==> src/design/cvdm_ram.sv <==
`timescale 1ns / 1ps
`default_nettype none

module cvdm_ram #(
  parameter int unsigned WIDTH = 16,
  parameter int unsigned DEPTH = 16
) (
  input  wire logic                     clk,
  input  wire logic                     we,
  input  wire logic [$clog2(DEPTH)-1:0] waddr,
  input  wire logic [WIDTH-1:0]         wdata,
  input  wire logic                     re,
  input  wire logic [$clog2(DEPTH)-1:0] raddr,
  output logic [WIDTH-1:0]              rdata
);

  logic [WIDTH-1:0] mem_r [DEPTH];
  logic [WIDTH-1:0] rdata_r;

  always_ff @(posedge clk) begin
    if (we) begin
      mem_r[waddr] <= wdata;
    end
    // Read data holds while re is low, so a stalled reader keeps its word.
    if (re) begin
      rdata_r <= mem_r[raddr];
    end
  end

  assign rdata = rdata_r;

endmodule

`default_nettype wire

==> config.mk <==
export PLATFORM = sky130hd
export DESIGN_NAME = cvdm_ram
export DESIGN_NICKNAME = d
export VERILOG_FILES = /design/src/design/cvdm_ram.sv
export SDC_FILE = /design/constraint.sdc
export NUM_CORES = 1
export LEC_CHECK = 0
export ABC_AREA = 1
export BUFFER_PORTS_ARGS = -buffer_cell sky130_fd_sc_hd__buf_2
export CAP_MARGIN = 20
export CORE_ASPECT_RATIO = 1.4
export CORE_UTILIZATION = 48
export CTS_CLUSTER_SIZE = 25
export DETAILED_ROUTE_END_ITERATION = 7
export GPL_ROUTABILITY_DRIVEN = 0
export PLACE_DENSITY_LB_ADDON = 0.2
export SETUP_SLACK_MARGIN = 0.4
export SLEW_MARGIN = 25
export SYNTH_ARGS = -nofsm -noshare
export SYNTH_HDL_FRONTEND = slang
export SYNTH_SLANG_ARGS = --single-unit
==> constraint.sdc <==
create_clock -name clk -period 1.9 [get_ports clk]
set_clock_uncertainty 0.1 [all_clocks]
set_input_delay 0.095 -clock clk [delete_from_list [all_inputs] [get_ports clk]]
set_output_delay 0.095 -clock clk [all_outputs]
set_load 0.01 [all_outputs]
==> results of run 1 <==
per-layer routing:
| layer | wire length [um] | GRT usage, % |
|---|---|---|
| met1 | 11000 | 27.8 |
| met5 | 0 | 0 |
| met2 | 13800 | 40.2 |
| met3 | 1140 | 2.45 |
| met4 | 642 | 7.26 |
where the power goes:
group,switching [W],internal [W],total [W],leakage [nW]
combinational,0.000561,0.000264,0.000825,2.80
clock,0.00221,0.00301,0.00521,0.429
sequential,0.0000396,0.00676,0.00680,2.47
total,0.00281,0.0100,0.0128,5.70
cell type report:
type                       instances  area [um2]
multi-input combinational        553        2360
clock buffer                      29         683
fill                            2007       10100
clock inverter                    19         181
inverter                         198         746
timing repair buffer             102         793
sequential                       272        8170
tap                              306         383
worst max path at each step:
stage	start	to
6_report	rdata[8]	rdata[8]
5_1_grt	rdata[8]	rdata[8]
4_1_cts	rdata[8]	rdata[8]
3_5_place_dp	raddr[0]	rdata[12]
3_3_place_gp	raddr[0]	rdata[12]
2_1_floorplan	waddr[2]	mem_r[10][0]
worst reg2reg max path, delay by kind of cell, from the launching register on:
family / cells / cell delay, ps
buffers and inverters: 1 / 60
DFF: 1 / 380
and+or+nand+nor: 5 / 400
sequential cells by signal, summed over array words and instances (netlist names):
name	flops
mem_r	256
rdata	16
metrics by stage:
step,util [%],cell area (um2)
finish,56.8,13300
CTS,56.8,13300
global route,56.8,13300
floorplan,-,11500
global placement,52.4,12300
detailed placement,52.4,12300
kinds of logic (layout without fill, tap and decap cells):
kind of cell           after synthesis  count (layout)  synth area share (%)
buffers and inverters              249             348                  9.09
flip-flops                         272             272                  70.8
AND/OR/NAND/NOR                    553             553                  20.1
cells in the final DEF, fill, tap and decap left out, drive strengths merged:
master,netlist,layout
nand2,341,341
edfxtp,272,272
inv,198,199
nand3,193,193
buf,41,85
clkbuf,10,29
dlygate4sd3,0,17
nor2,17,17
clkinv,0,14
bufinv,0,3
nand3b,2,2
clkinvlp,0,1
==> impl_results.md, run 1 <==
- Commonest cells in the netlist: nand2_1, edfxtp_1, inv_1
- Worst-Skew Late Latency: 540 ps
- NumNets Final: 1180
- Total power: 0.0128 W
- Largest net degree at the start of global routing: 65
- Share of synthesized registers carrying an async set or reset: 0%
- Count leader, synth: nand2_1
- Residual DRC count: 0
- Hold path depth: 1
- GR Overflow Total: 0
- Final min period: ~1400 ps
- WP buf/inv: 1
- Clock-pin slew on the worst setup and hold paths: 70 ps
- Synth Flop Type: edfxtp_1
- Placed Instances: 1414
- Cell taking the most area after synthesis: edfxtp_1
- Core Region: 23500 um2
- Post-Synthesis Cells: 1074
- Clock buffer depth: 3
- Final Hold Viols: 0
- Final Non-Filler Cells: 1479
- Initial antenna violation count: 0
- RSZ-0062 raised after global routing: false
- Mapped Nets: 1101
- Slew margin rel.: 41.6%
- First-pass GRT wire length: 40700 um
- Number of buffers inserted by post-CTS setup repair: 0
- Area contributors post-synth: edfxtp_1, nand2_1, nand3_1, inv_1, buf_4
- Setup-failing EPs final: 0
- Hold-fix buffers at CTS: 17
- Fmax: 0.734 GHz
- CP top delay family: flip-flops
- Worst path required time: roughly 1700 ps
- CP startpoint kind: flip-flop
- Yosys top cell area share: 70.8%
- Final hold slack: slightly below 5 ps
- Initial DRC Count: 535
- Post-synth EDFFs: 272
- Initial Util: 49.2%
- WS Path Type: reg -> out
- Clock sink count: 272
- # rows: 66
- Worst Setup End Kind: output pin
- Crit path largest cell delay: ~450 ps
- P per Cell Area: between 900 and 1000 nW/um2
- # diodes: 0
- Post-CTS Resized: 0
- Reg2Reg Setup Slack: 690 ps
- Hold EP: rdata[2]
- Antenna Nets Post-Route: 0
- Layout cells sized above 1: 12.4%
- I/O Pins: 43
- CTS tree: yes
- P_leak: 5.70 nW
- Yosys cell types: 12
- Worst path depth: 1
- Syn avg cell area: 10.7 um2
- Min-delay src: re
- Die H: around 190 um
- Sequential element share of the synthesized area: 70.8%
- Synth Register Bits: approximately 270
- Post-placement worst setup slack: about 320 ps
- Cell count of the worst reg-to-reg path: 6
- Worst-path fanout max: 1
- GRT Util Overall: 22.2%
- Worst reg2reg startpoint: mem_r[1][9]
- Htree depth: 1
- Area Growth Syn to Fin: 15.4%
- Period utilisation layout: 71.7%
- Worst EP arrival: about 1200 ps
- Pre-antenna DRT Iters: 5
- Worst Hold Class: in -> reg
- Final slew viol count: 0
- Via count: 7446
- CTS buffer count: 26
- Mapped Area: 11500 um2
- Number of max-cap violations: 0
- Worst-Margin Slew: just under 900 ps
- DR WL/cell: about 18 um
- Root buffer cell: clkbuf_16
- Peak supply drop: approximately 0.62 mV
- Setup TNS: 0 ps
- Setup WS post-layout: 538 ps
- Routed wire length: 26600 um
- Warnings from Yosys: 0
- Die Area: 24700 um2
- Reg-to-reg endpoint: rdata[9]
- # port buffers: 42
- Die Wd: approximately 130 um
- Vias in the first global route: ~7100
- Slowest library cell on the worst path: edfxtp_1
- Status: complete, no violations
- Hpwl dp: between 15000 and 20000 um
- Cell Chain, Critical Path: buf_2
- Drt via density: 5.03
Power figures use the tool's default switching activity.
==> run 2, diff against run 1 <==
clock period = 1.35 ns   (was 1.9 ns; I/O delays follow)
==> impl_results.md, run 2 (synthesis results as in run 1) <==
- Pre-antenna DRT Iters: 5 (unchanged)
- Die Area: 24700 um2 (unchanged)
- Vias in the first global route: 7292 (was 7065)
- Worst path required time: 1180 ps (was 1700 ps)
- Hold-fix buffers at CTS: 16 (was 17)
- Clock share of power: 37.4% (was 40.6%)
- Total power: 0.0174 W (was 0.0128 W)
- Largest net degree at the start of global routing: 63 (was 65)
- Cell Chain, Critical Path: buf_6 (was buf_2)
- Final min period: 1310 ps
- Worst-path fanout max: 1 (unchanged)
- CTS buffer count: 25 (was 26)
- Clock sink count: 272 (unchanged)
- P per Cell Area: 1260 nW/um2 (was 964 nW/um2)
- GRT met2 Usage: 39.5% (was 40.2%)
- Peak supply drop: 0.887 mV (was 0.616 mV)
- GR Util met1: 30.4% (was 27.8%)
- Crit path largest cell delay: 450 ps (about the same)
- NumNets Final: 1183 (was 1180)
- Sequential Power Share: 55.0% (was 53.0%)
- Max reg flops: 256 (unchanged)
- Placed Instances: 1419 (was 1414)
- Residual DRC count: 0 (unchanged)
- CP top delay family: flip-flops (unchanged)
- Failing checks: negative hold slack
- Final Non-Filler Cells: 1479 (unchanged)
- Initial DRC Count: 682 (was 535)
- Final hold slack: -118 ps (was 4.81 ps)
- Final slew viol count: 0 (unchanged)
- Post-DP Area: 12800 um2 (was 12300 um2)
- Initial Util: 49.2% (unchanged)
- I/O Pins: 43 (unchanged)
- # port buffers: 42 (unchanged)
- Period utilisation layout: just under 100%
- Worst EP arrival: 1140 ps (was 1170 ps)
- Commonest non-fill, non-tap cell in the layout: nand2_1 (unchanged)
- Routed wire length: 27600 um (was 26600 um)
- Setup TNS: 0 ps (unchanged)
- Final Hold Viols: 7 (was 0)
- Worst Hold Class: in -> reg (unchanged)
- Largest reg by FF count: mem_r (unchanged)
- Via count: 7561 (was 7446)
- Worst Setup End Kind: output pin (unchanged)
- Combinational power share: 7.6% (was 6.4%)
- Drt via density: 5.11 (was 5.03)
- CTS tree: yes (unchanged)
- Top Usage Layer GRT: met2 (unchanged)
- # rows: 66 (unchanged)
- Worst-Margin Slew: 571 ps (was 875 ps)
- Root buffer cell: clkbuf_16 (unchanged)
- Die H: 185 um (unchanged)
- WS Path Type: reg -> out (unchanged)
- Worst-Skew Late Latency: 520 ps (was 540 ps)
- P_leak: 5.84 nW (was 5.70 nW)
- Number of max-cap violations: 0 (unchanged)
- Layout cells sized above 1: 16.4% (was 12.4%)
- RSZ-0062 raised after global routing: true (was false)
- Fmax: 0.764 GHz
- Initial antenna violation count: 0 (unchanged)
- Status: complete, but fails checks (was complete, no violations)
- Switching power: 0.00384 W (was 0.00281 W)
- Hpwl dp: 15700 um (about the same)
- Switching Fraction: 22.1% (was 21.9%)
- # diodes: 0 (unchanged)
- First-pass GRT wire length: 41900 um (was 40700 um)
- GRT Util Overall: 23.3% (was 22.2%)
- Internal power: 0.0136 W (was 0.0100 W)
- Setup-failing EPs final: 0 (unchanged)
- DR WL/cell: 18.6 um (was 18.0 um)
- Global routing usage on met3: 2.64% (was 2.45%)
- Htree depth: 1 (unchanged)
- Slew margin rel.: 61.9% (was 41.6%)
- Antenna Nets Post-Route: 0 (unchanged)
- CP startpoint kind: flip-flop (unchanged)
- Slowest library cell on the worst path: edfxtp_1 (unchanged)
- Clock-pin slew on the worst setup and hold paths: 70 ps (about the same)
- Highest-count cells in the layout ignoring fill and taps: nand2_1, edfxtp_1, inv_1 (unchanged)
- Clock buffer depth: 3 (unchanged)
- Area Growth Syn to Fin: 20.1% (was 15.4%)
- Final instance area: 13900 um2 (was 13300 um2)
- GR Overflow Total: 0 (unchanged)
- WP buf/inv: 1 (unchanged)
- Die Wd: 133 um (unchanged)
- Core Region: 23500 um2 (unchanged)
run 2: final timing paths:
check	startpoint	depth (start not counted)	endpoint	slack (ps)
worst max-delay path	rdata[10]	1	rdata[10]	40
worst min-delay path	re	1	rdata[15]	-120
worst max register to register	mem_r[4][14]	6	rdata[14]	190
worst min register to register	mem_r[15][9]	6	rdata[9]	630
run 2: cell type report:
class	instances	area (um2)
multi-input combinational	553	2680
sequential	272	8170
timing repair buffer	106	1130
clock inverter	14	93.8
fill	1939	9590
inverter	198	758
clock buffer	30	644
tap	306	383
run 2: repair_timing:
action                     CTS  global route
pin swaps                   32            46
setup endpoints to repair   32            32
hold endpoints to repair   263             7
resized for setup           10            33
setup buffers                0             0
run 2: power by group through the flow:
stage	sequential [W]	clock (W)	combinational [W]
after floorplan	0.00975	0	0.000712
after global placement	0.00975	0	0.00122
after detailed placement	0.00975	0	0.00124
after CTS	0.00958	0.00661	0.00129
after global routing	0.00959	0.00691	0.00146
final	0.00958	0.00651	0.00132
run 2: per-stage QoR:
stage | setup WS [ps] | util (%) | hold slack, ps
6_report | 41.7 | 59.1 | -118
5_1_grt | 21.2 | 59.1 | -139
4_1_cts | 20.6 | 58.4 | -141
3_5_place_dp | 18.3 | 54.4 | 340
3_3_place_gp | 36.3 | 54.4 | 343
2_1_floorplan | 103 | - | 66.4
run 2: layer usage:
layer,vias to the layer above,share of wire [%]
met1,3605,41
met4,0,3.6
met5,-,0
met3,65,5.8
met2,258,49
li1,3633,-
